[src/sv/sdspi_pkg.sv]
// shared types, phase codes and command frame constants for the sd spi init sequencer
// no dependencies
package sdspi_pkg;

  localparam logic [4:0] PH_IDLE       = 5'd0;
  localparam logic [4:0] PH_WAKE       = 5'd1;
  localparam logic [4:0] PH_CMD0_TX    = 5'd2;
  localparam logic [4:0] PH_CMD0_RX    = 5'd3;
  localparam logic [4:0] PH_CMD8_TX    = 5'd4;
  localparam logic [4:0] PH_CMD8_RX    = 5'd5;
  localparam logic [4:0] PH_CMD8_TAIL  = 5'd6;
  localparam logic [4:0] PH_CMD55_TX   = 5'd7;
  localparam logic [4:0] PH_CMD55_RX   = 5'd8;
  localparam logic [4:0] PH_ACMD41_TX  = 5'd9;
  localparam logic [4:0] PH_ACMD41_RX  = 5'd10;
  localparam logic [4:0] PH_CMD58_TX   = 5'd11;
  localparam logic [4:0] PH_CMD58_RX   = 5'd12;
  localparam logic [4:0] PH_CMD58_OCR  = 5'd13;
  localparam logic [4:0] PH_CMD58_TAIL = 5'd14;
  localparam logic [4:0] PH_DONE       = 5'd15;
  localparam logic [4:0] PH_FAIL_IDLE  = 5'd16;
  localparam logic [4:0] PH_FAIL_ECHO  = 5'd17;
  localparam logic [4:0] PH_FAIL_OCR   = 5'd18;

  localparam logic CMD_START    = 1'b0;
  localparam logic CMD_EXCHANGE = 1'b1;

  localparam logic REG_WAKE_COUNT = 1'b0;
  localparam logic REG_POLL_LIMIT = 1'b1;

  localparam logic [7:0] FRAME_START = 8'h40;
  localparam logic [7:0] CODE_CMD8   = 8'h08;
  localparam logic [7:0] CODE_CMD55  = 8'h37;
  localparam logic [7:0] CODE_ACMD41 = 8'h29;
  localparam logic [7:0] CODE_CMD58  = 8'h3a;
  localparam logic [7:0] CRC_CMD0    = 8'h95;
  localparam logic [7:0] CRC_CMD8    = 8'h87;
  localparam logic [7:0] IDLE_BYTE   = 8'hff;
  localparam logic [7:0] R1_IDLE     = 8'h01;
  localparam logic [7:0] CHECK_ECHO  = 8'haa;
  localparam logic [7:0] CMD8_ARG_LO = 8'haa;
  localparam logic [7:0] CMD8_ARG_MID = 8'h01;
  localparam logic [7:0] HCS_ARG_HI  = 8'h40;
  localparam logic [7:0] OCR_CAP_MASK = 8'hc0;
  localparam logic [7:0] FRAME_LAST  = 8'd5;
  localparam logic [7:0] ECHO_LEN    = 8'd4;
  localparam logic [7:0] OCR_TAIL_LEN = 8'd3;

  localparam logic [7:0] WAKE_RESET  = 8'd10;
  localparam logic [8:0] POLL_RESET  = 9'd256;

  typedef struct packed {
    logic [4:0] phase;
    logic [7:0] byte_cnt;
    logic [8:0] poll_cnt;
    logic       is_v2;
    logic       is_hc;
  } seq_state_t;

  typedef struct packed {
    logic [7:0] tx_byte;
    logic       tx_request;
    logic       select_asserted;
    logic       done_res;
    logic [1:0] outcome;
    logic       card_v2;
    logic       high_capacity;
  } seq_result_t;

  // byte idx of the 6-byte command frame for the command phase ph
  function automatic logic [7:0] frame_byte(input logic [4:0] ph, input logic [7:0] idx,
                                            input logic v2);
    logic [7:0] code;
    logic [7:0] res;
    begin
      code = 8'h00;
      res  = 8'h00;
      unique case (ph)
        PH_CMD8_TX:   code = CODE_CMD8;
        PH_CMD55_TX:  code = CODE_CMD55;
        PH_ACMD41_TX: code = CODE_ACMD41;
        PH_CMD58_TX:  code = CODE_CMD58;
        default:      code = 8'h00;
      endcase
      if (idx == 8'd0) begin
        res = FRAME_START | code;
      end else if (idx < FRAME_LAST) begin
        // argument bytes, msb first
        if (ph == PH_CMD8_TX && idx == 8'd3) begin
          res = CMD8_ARG_MID;
        end else if (ph == PH_CMD8_TX && idx == 8'd4) begin
          res = CMD8_ARG_LO;
        end else if (ph == PH_ACMD41_TX && v2 && idx == 8'd1) begin
          res = HCS_ARG_HI;
        end
      end else if (ph == PH_CMD0_TX) begin
        res = CRC_CMD0;
      end else if (ph == PH_CMD8_TX) begin
        res = CRC_CMD8;
      end else begin
        res = IDLE_BYTE;
      end
      return res;
    end
  endfunction

endpackage

[src/sv/sdspi_next.sv]
// next-state and result logic of the sd spi init sequencer for one transaction
// depends on sdspi_pkg
module sdspi_next import sdspi_pkg::*; (
  input  seq_state_t  state_i,
  input  logic        cmd_i,
  input  logic [7:0]  rx_byte_i,
  input  logic [7:0]  wake_count_i,
  input  logic [8:0]  poll_limit_i,
  output seq_state_t  state_o,
  output seq_result_t result_o
);

  seq_state_t st;
  logic [7:0] tx;
  logic       req;
  logic       done;

  always_comb begin
    st  = state_i;
    tx  = IDLE_BYTE;
    req = 1'b0;
    if (cmd_i == CMD_START) begin
      st.byte_cnt = 8'd0;
      st.poll_cnt = 9'd0;
      st.is_v2    = 1'b0;
      st.is_hc    = 1'b0;
      req         = 1'b1;
      if (wake_count_i == 8'd0) begin
        st.phase = PH_CMD0_TX;
        tx       = frame_byte(PH_CMD0_TX, 8'd0, 1'b0);
      end else begin
        st.phase    = PH_WAKE;
        st.byte_cnt = 8'd1;
      end
    end else begin
      unique case (state_i.phase)
        PH_WAKE: begin
          req = 1'b1;
          if (state_i.byte_cnt < wake_count_i) begin
            st.byte_cnt = state_i.byte_cnt + 8'd1;
          end else begin
            st.phase    = PH_CMD0_TX;
            st.byte_cnt = 8'd0;
            tx          = frame_byte(PH_CMD0_TX, 8'd0, state_i.is_v2);
          end
        end
        PH_CMD0_TX, PH_CMD8_TX, PH_CMD55_TX, PH_ACMD41_TX, PH_CMD58_TX: begin
          req = 1'b1;
          if (state_i.byte_cnt < FRAME_LAST) begin
            st.byte_cnt = state_i.byte_cnt + 8'd1;
            tx = frame_byte(state_i.phase, state_i.byte_cnt + 8'd1, state_i.is_v2);
          end else begin
            st.phase    = state_i.phase + 5'd1;
            st.poll_cnt = 9'd0;
          end
        end
        PH_CMD0_RX, PH_CMD8_RX, PH_CMD55_RX, PH_ACMD41_RX, PH_CMD58_RX: begin
          if (rx_byte_i[7] && state_i.poll_cnt < poll_limit_i) begin
            // keep polling for r1
            st.poll_cnt = state_i.poll_cnt + 9'd1;
            req         = 1'b1;
          end else begin
            unique case (state_i.phase)
              PH_CMD0_RX: begin
                if (rx_byte_i != R1_IDLE) begin
                  st.phase = PH_FAIL_IDLE;
                end else begin
                  req         = 1'b1;
                  st.phase    = PH_CMD8_TX;
                  st.byte_cnt = 8'd0;
                  tx          = frame_byte(PH_CMD8_TX, 8'd0, state_i.is_v2);
                end
              end
              PH_CMD8_RX: begin
                req = 1'b1;
                if (rx_byte_i[2]) begin
                  // illegal command, version 1 card
                  st.is_v2    = 1'b0;
                  st.phase    = PH_CMD55_TX;
                  st.byte_cnt = 8'd0;
                  tx          = frame_byte(PH_CMD55_TX, 8'd0, 1'b0);
                end else begin
                  st.phase    = PH_CMD8_TAIL;
                  st.byte_cnt = 8'd0;
                end
              end
              PH_CMD55_RX: begin
                req         = 1'b1;
                st.phase    = PH_ACMD41_TX;
                st.byte_cnt = 8'd0;
                tx          = frame_byte(PH_ACMD41_TX, 8'd0, state_i.is_v2);
              end
              PH_ACMD41_RX: begin
                if (rx_byte_i != 8'h00) begin
                  req         = 1'b1;
                  st.phase    = PH_CMD55_TX;
                  st.byte_cnt = 8'd0;
                  tx          = frame_byte(PH_CMD55_TX, 8'd0, state_i.is_v2);
                end else if (state_i.is_v2) begin
                  req         = 1'b1;
                  st.phase    = PH_CMD58_TX;
                  st.byte_cnt = 8'd0;
                  tx          = frame_byte(PH_CMD58_TX, 8'd0, state_i.is_v2);
                end else begin
                  st.phase = PH_DONE;
                end
              end
              default: begin
                if (rx_byte_i != 8'h00) begin
                  st.phase = PH_FAIL_OCR;
                end else begin
                  req      = 1'b1;
                  st.phase = PH_CMD58_OCR;
                end
              end
            endcase
          end
        end
        PH_CMD8_TAIL: begin
          st.byte_cnt = state_i.byte_cnt + 8'd1;
          req         = 1'b1;
          if (state_i.byte_cnt + 8'd1 >= ECHO_LEN) begin
            if (rx_byte_i != CHECK_ECHO) begin
              st.phase = PH_FAIL_ECHO;
              req      = 1'b0;
            end else begin
              st.is_v2    = 1'b1;
              st.phase    = PH_CMD55_TX;
              st.byte_cnt = 8'd0;
              tx          = frame_byte(PH_CMD55_TX, 8'd0, 1'b1);
            end
          end
        end
        PH_CMD58_OCR: begin
          if ((rx_byte_i & OCR_CAP_MASK) == OCR_CAP_MASK) begin
            st.is_hc = 1'b1;
          end
          st.phase    = PH_CMD58_TAIL;
          st.byte_cnt = 8'd0;
          req         = 1'b1;
        end
        PH_CMD58_TAIL: begin
          st.byte_cnt = state_i.byte_cnt + 8'd1;
          if (state_i.byte_cnt + 8'd1 < OCR_TAIL_LEN) begin
            req = 1'b1;
          end else begin
            st.phase = PH_DONE;
          end
        end
        default: begin
        end
      endcase
    end
  end

  assign done    = (st.phase >= PH_DONE);
  assign state_o = st;

  always_comb begin
    result_o.tx_byte         = req ? tx : IDLE_BYTE;
    result_o.tx_request      = req;
    result_o.select_asserted = (st.phase >= PH_CMD0_TX) && (st.phase < PH_DONE);
    result_o.done_res        = done;
    result_o.outcome         = done ? 2'(st.phase - PH_DONE) : 2'd0;
    result_o.card_v2         = st.is_v2;
    result_o.high_capacity   = st.is_hc;
  end

endmodule

[src/sv/sd_card_spi_init_sequencer.sv]
// top level of the sd card spi-mode init sequencer: config registers, state, result register
// depends on sdspi_pkg and sdspi_next
//
// One input transaction is either a start (cmd 0) or the report of a finished
// spi byte exchange (cmd 1) carrying the byte received from the card. Every
// accepted transaction yields exactly one result transaction: the next byte to
// shift out, whether another exchange is wanted, the chip-select level, and,
// once the sequence ends, the outcome (0 ready, 1 no idle after cmd0, 2 cmd8
// echo wrong, 3 cmd58 failed) with the card version and capacity flags. The
// block takes one transaction per clock: the sequencer state and the result
// register are both updated at the accepting edge, so the only limit is the
// single result register, which refills in the same cycle it is drained.
// Configuration (wake byte count, response poll limit) is written through its
// own valid/ready channel and is always ready; write it only while idle.
module sd_card_spi_init_sequencer import sdspi_pkg::*; (
  input  logic       clk_i,
  input  logic       rst_ni,
  // configuration writes
  input  logic       cfg_valid_i,
  output logic       cfg_ready_o,
  input  logic       cfg_index_i,
  input  logic [8:0] cfg_data_i,
  // input transactions
  input  logic       in_valid_i,
  output logic       in_ready_o,
  input  logic       cmd_i,
  input  logic [7:0] rx_byte_i,
  // result transactions
  output logic       out_valid_o,
  input  logic       out_ready_i,
  output logic [7:0] tx_byte_o,
  output logic       tx_request_o,
  output logic       select_asserted_o,
  output logic       done_res_o,
  output logic [1:0] outcome_o,
  output logic       card_v2_o,
  output logic       high_capacity_o
);

  logic [7:0]  wake_count_q;
  logic [8:0]  poll_limit_q;
  seq_state_t  state_q, state_d;
  seq_result_t result_q, result_d;
  logic        out_valid_q;
  logic        in_fire;

  // accept whenever the result register is empty or being drained this cycle
  assign in_ready_o  = !out_valid_q || out_ready_i;
  assign in_fire     = in_valid_i && in_ready_o;
  assign cfg_ready_o = 1'b1;

  // config registers
  always_ff @(posedge clk_i or negedge rst_ni) begin
    if (!rst_ni) begin
      wake_count_q <= WAKE_RESET;
      poll_limit_q <= POLL_RESET;
    end else if (cfg_valid_i) begin
      unique case (cfg_index_i)
        REG_WAKE_COUNT: wake_count_q <= cfg_data_i[7:0];
        REG_POLL_LIMIT: poll_limit_q <= cfg_data_i;
        default: begin
        end
      endcase
    end
  end

  sdspi_next u_next (
    .state_i      (state_q),
    .cmd_i        (cmd_i),
    .rx_byte_i    (rx_byte_i),
    .wake_count_i (wake_count_q),
    .poll_limit_i (poll_limit_q),
    .state_o      (state_d),
    .result_o     (result_d)
  );

  // sequencer state advances only on an accepted transaction
  always_ff @(posedge clk_i or negedge rst_ni) begin
    if (!rst_ni) begin
      state_q <= '0;
    end else if (in_fire) begin
      state_q <= state_d;
    end
  end

  // result valid flag
  always_ff @(posedge clk_i or negedge rst_ni) begin
    if (!rst_ni) begin
      out_valid_q <= 1'b0;
    end else if (in_fire) begin
      out_valid_q <= 1'b1;
    end else if (out_ready_i) begin
      out_valid_q <= 1'b0;
    end
  end

  // result payload, no reset needed
  always_ff @(posedge clk_i) begin
    if (in_fire) begin
      result_q <= result_d;
    end
  end

  assign out_valid_o       = out_valid_q;
  assign tx_byte_o         = result_q.tx_byte;
  assign tx_request_o      = result_q.tx_request;
  assign select_asserted_o = result_q.select_asserted;
  assign done_res_o        = result_q.done_res;
  assign outcome_o         = result_q.outcome;
  assign card_v2_o         = result_q.card_v2;
  assign high_capacity_o   = result_q.high_capacity;

endmodule
[config.mk]
export PLATFORM = sky130hd
export DESIGN_NAME = sd_card_spi_init_sequencer
export DESIGN_NICKNAME = d
export VERILOG_FILES = /design/src/sv/sdspi_pkg.sv /design/src/sv/sdspi_next.sv /design/src/sv/sd_card_spi_init_sequencer.sv
export SDC_FILE = /design/constraint.sdc
export NUM_CORES = 1
export LEC_CHECK = 0
export ABC_AREA = 1
export BUFFER_PORTS_ARGS = -buffer_cell sky130_fd_sc_hd__buf_2
export CAP_MARGIN = 10
export CELL_PAD_IN_SITES_DETAIL_PLACEMENT = 1
export CELL_PAD_IN_SITES_GLOBAL_PLACEMENT = 2
export CORE_UTILIZATION = 35
export CTS_BUF_LIST = sky130_fd_sc_hd__clkbuf_16
export CTS_CLUSTER_DIAMETER = 200
export DETAILED_ROUTE_END_ITERATION = 12
export PLACE_DENSITY_LB_ADDON = 0.1
export SETUP_SLACK_MARGIN = 0.15
export SYNTH_ARGS = -nofsm -noshare
export SYNTH_HDL_FRONTEND = slang
export SYNTH_SLANG_ARGS = --single-unit
[constraint.sdc]
create_clock -name clk_i -period 3.6 [get_ports clk_i]
set_input_delay 0.18 -clock clk_i [delete_from_list [all_inputs] [get_ports clk_i]]
set_output_delay 0.18 -clock clk_i [all_outputs]
set_load 0.02 [all_outputs]
==> results.toml <==
[setup_path]
cell_with_the_largest_stage_delay_on_the_worst_path = "dfrtp_1"
cp_slowest_stage_delay_ns = 0.49
critical_path.max_fanout = 8
timing.critical_path.arrival_ns = 3.12
critPathRequiredTime_ns = 3.69
crit_top_cell = "nor2_1"
cell_family_contributing_the_most_delay_on_the_critical_path = "simple AND/OR/NAND/NOR gates"
setup.worst_path.class = "flip-flop to flip-flop"
timing.reg2reg.worst_path_depth = 19
cp_endpoint_kind = "flip-flop"
reg2reg_slack_ns = 0.57
worst-path-buf-inv = 3
crit_path_cell_trace = "inv_1 -> ha_1 -> nand2_1 -> nor2_2 -> nor2_4 -> nand2_2 -> nor2_4 -> nor2_1 -> nor2_1 -> nand3_1 -> nor2_1 -> a21oi_1 -> nor2_1 -> inv_1 -> ha_1 -> nand2_1 -> nand3_2 -> nand2_1 -> inv_1"
reg2reg_from = "state_q[20]$_DFFE_PN0P_"
critical_path.startpoint_type = "flip-flop"
regToRegEndpoint = "outcome_o[0]$_SDFFCE_PN0P_"
cp.depth = 19

[power]
power_density_nw_per_um2 = 629.5
vdd.ir_drop.worst_uv = 335.0
leakagePower_nw = 2.575

[global_route]
first_pass_grt_wire_length_mm = 21.80
grt_start_max_net_pins = 43
grt_overflow_total = 0
grtUsageMet3_pct = 5.611
gr-usage-met1_pct = 28.63
grt_pass1_vias = 4283
antenna_found_initial = 0
grt-busiest-layer = "met2"
grt_use_total_pct = 22.06
grtUsageMet2_pct = 36.20

[synth]
yosysWarningCount = 0
number_of_enable_type_register_cells_in_the_synthesized_netlist = 15
synth-seq-cells = 57
synthFlopType = "dfrtp_1"
yosys.area.top_type = "dfrtp_1"
async_reset_ff_share_pct = 73.68
synthesis.nets = 662
synth_largest_type_area_fraction_pct = 21.98
post_synth_instance_area_um2 = 4439
postSynthAreaPerCell_um2 = 7.266
post_synth_main_area_contributors = "dfrtp_1, nand2_1, edfxtp_1"
seq_area_frac_synth_pct = 33.91
number_of_distinct_library_cell_variants_in_the_gate_level_netlist_after_synthesis = 50
synth_cells = 611

[sta]
setup-violations-final = 0
rsz0062_at_grt = "false"
timing.setup.tns_ns = 0
hold_violations = 0
slew_headroom_pct = 33.14
finalCritPeriodShare_pct = 84.12
max_clock_freq_mhz = 330.2
tightestPinTransition_ns = 1.003
timing.final.max_slew_violations = 0
skew_ns = 0.009657
min_period_ns = 3.028

[floorplan]
initial_core_util_pct = 36.35
rows = 40
floorplan.die_area_um2 = 13140
pin_count = 42
die_h_um = 114.6
die_w_um = 114.6
coreArea_um2 = 12210

[clocking]
ctsResizeCount = 0
cts_hold_buf = 0
clkSlewWorstSetupHoldPaths_ns = 0.05
clock_sinks = 57
tritoncts = "built"
root_cell_of_the_clock_tree = "clkbuf_16"
cts_max_level = 3
tritoncts.num_buffers = 9
insertion_delay_ns = 0.33
setup_fix_bufs_post_cts = 0
clockBufferDepth = 2

[drt]
route.final.wire_length_mm = 13.21
drtAntennaViolNets = 0
viasPerCell = 4.936
vias = 4102
route.detailed.drc = 0
drt_first_pass_iters = 4
detail_route.iter0.violations = 172
detail_route.wl_per_cell_um = 15.90

[finish]
antenna_cells_inserted = 0
areaGrowthSynthToFinish_pct = 14.68
final_nets = 709
final-instance-count-excl-fill = 831
drive_gt1_share_pct = 16.74

[placed_design]
detailedPlacementHpwl_mm = 10.74
placed_cells = 815
globalplace.congestion = 0.8666
io_buffers = 40

[outcome]
outcome = "finished, final reports clean"

[flow_run]
max_cap_viol_count = 0

[worst_hold_path]
worst_hold_path_type = "input pin to async pin"
cells by family (layout without fill, tap and decap cells):
family | Yosys count | after routing | synth area share (%)
simple gates | 306 | 306 | 33.60
buf+inv | 115 | 167 | 10.40
compound gates | 100 | 100 | 13.42
flops | 57 | 57 | 33.91
fa+ha+maj | 27 | 27 | 7.610
xor+xnor | 5 | 5 | 0.9864
other cells | 1 | 1 | 0.08447
worst max-delay path by stage:
stage                     slack [ns]                    endpoint                   startpoint
after floorplan                 0.93  outcome_o[0]$_SDFFCE_PN0P_  poll_limit_q[8]$_DFFE_PN1P_
after global routing            0.17  outcome_o[0]$_SDFFCE_PN0P_      state_q[20]$_DFFE_PN0P_
after detailed placement        0.53  outcome_o[0]$_SDFFCE_PN0P_      state_q[20]$_DFFE_PN0P_
after global placement          0.57  outcome_o[1]$_SDFFCE_PN0P_  poll_limit_q[8]$_DFFE_PN1P_
after CTS                       0.53  outcome_o[0]$_SDFFCE_PN0P_      state_q[20]$_DFFE_PN0P_
final                           0.57  outcome_o[0]$_SDFFCE_PN0P_      state_q[20]$_DFFE_PN0P_
flip-flops by register name (all words and copies together) (netlist names):
name,cells
tx_byte_o,8
done_res_o,1
tx_request_o,1
wake_count_q,8
state_q,24
high_capacity_o,1
card_v2_o,1
outcome_o,2
select_asserted_o,1
poll_limit_q,9
out_valid_o,1
synth_stat cells, types with 2 or more instances:
master and count:
a21oi_1 21, a31oi_1 3, buf_2 2, buf_4 2, clkbuf_1 4, dfrtp_1 39, dfstp_2 3, edfxtp_1 15
ha_1 27, inv_1 95, inv_2 6, inv_4 3, nand2_1 146, nand2_2 5, nand2_4 6, nand3_1 36
nand3_2 6, nand3b_1 2, nand4_1 11, nor2_1 59, nor2_2 6, nor2_4 4, nor2_8 2, nor3_1 15
nor3b_1 2, o211ai_1 6, o21ai_0 45, o21ai_1 8, o21bai_1 2, o22ai_2 5, o31ai_1 2, xor2_1 5
layer usage:
metal	wire length (um)	up-vias
li1	-	2081
met1	6511	1939
met2	6031	64
met3	426	18
met4	243	0
met5	0	-
power breakdown:
part           internal [W]  switching [W]  leakage [nW]
Combinational      0.000509        0.00108          1.76
Sequential         0.000793      0.0000960         0.682
Clock              0.000449       0.000277         0.133
Total               0.00175        0.00145          2.58
metrics by stage:
stage               hold WS [ns]  total power [W]  instance area, um^2  util (%)  setup WS [ns]
CTS                      0.05926         0.003243                 5091     41.69         0.5272
finish                   0.01489         0.003205                 5091     41.69         0.5716
global placement          0.4148         0.002455                 4836     39.60         0.5672
detailed placement        0.4203         0.002492                 4836     39.60         0.5269
global route             0.09208         0.003469                 5091     41.69         0.1669
floorplan                -0.1156         0.002044                 4439         -         0.9299
cell type report:
type / count / area, um^2
Clock buffer: 9 / 225.2
Fill cell: 1589 / 7121
Inverter: 106 / 410.4
Timing Repair Buffer: 45 / 237.7
Sequential cell: 57 / 1505
Tap cell: 168 / 210.2
Multi-Input combinational cell: 439 / 2472
Clock inverter: 7 / 30.03
layout by cell type (no fill, tap or decap), types with 6 or more instances in the layout:
cell	n
nor2_2	6
nand3_1	36
nand2_1	146
nor2_1	59
buf_2	40
nor3_1	15
clkbuf_16	9
nand4_1	11
edfxtp_1	15
o21ai_1	8
ha_1	27
dfrtp_1	39
o211ai_1	6
inv_1	96
nand3_2	6
nand2_4	6
inv_2	6
o21ai_0	45
a21oi_1	21
No activity file was read; power rests on OpenSTA's default activity.
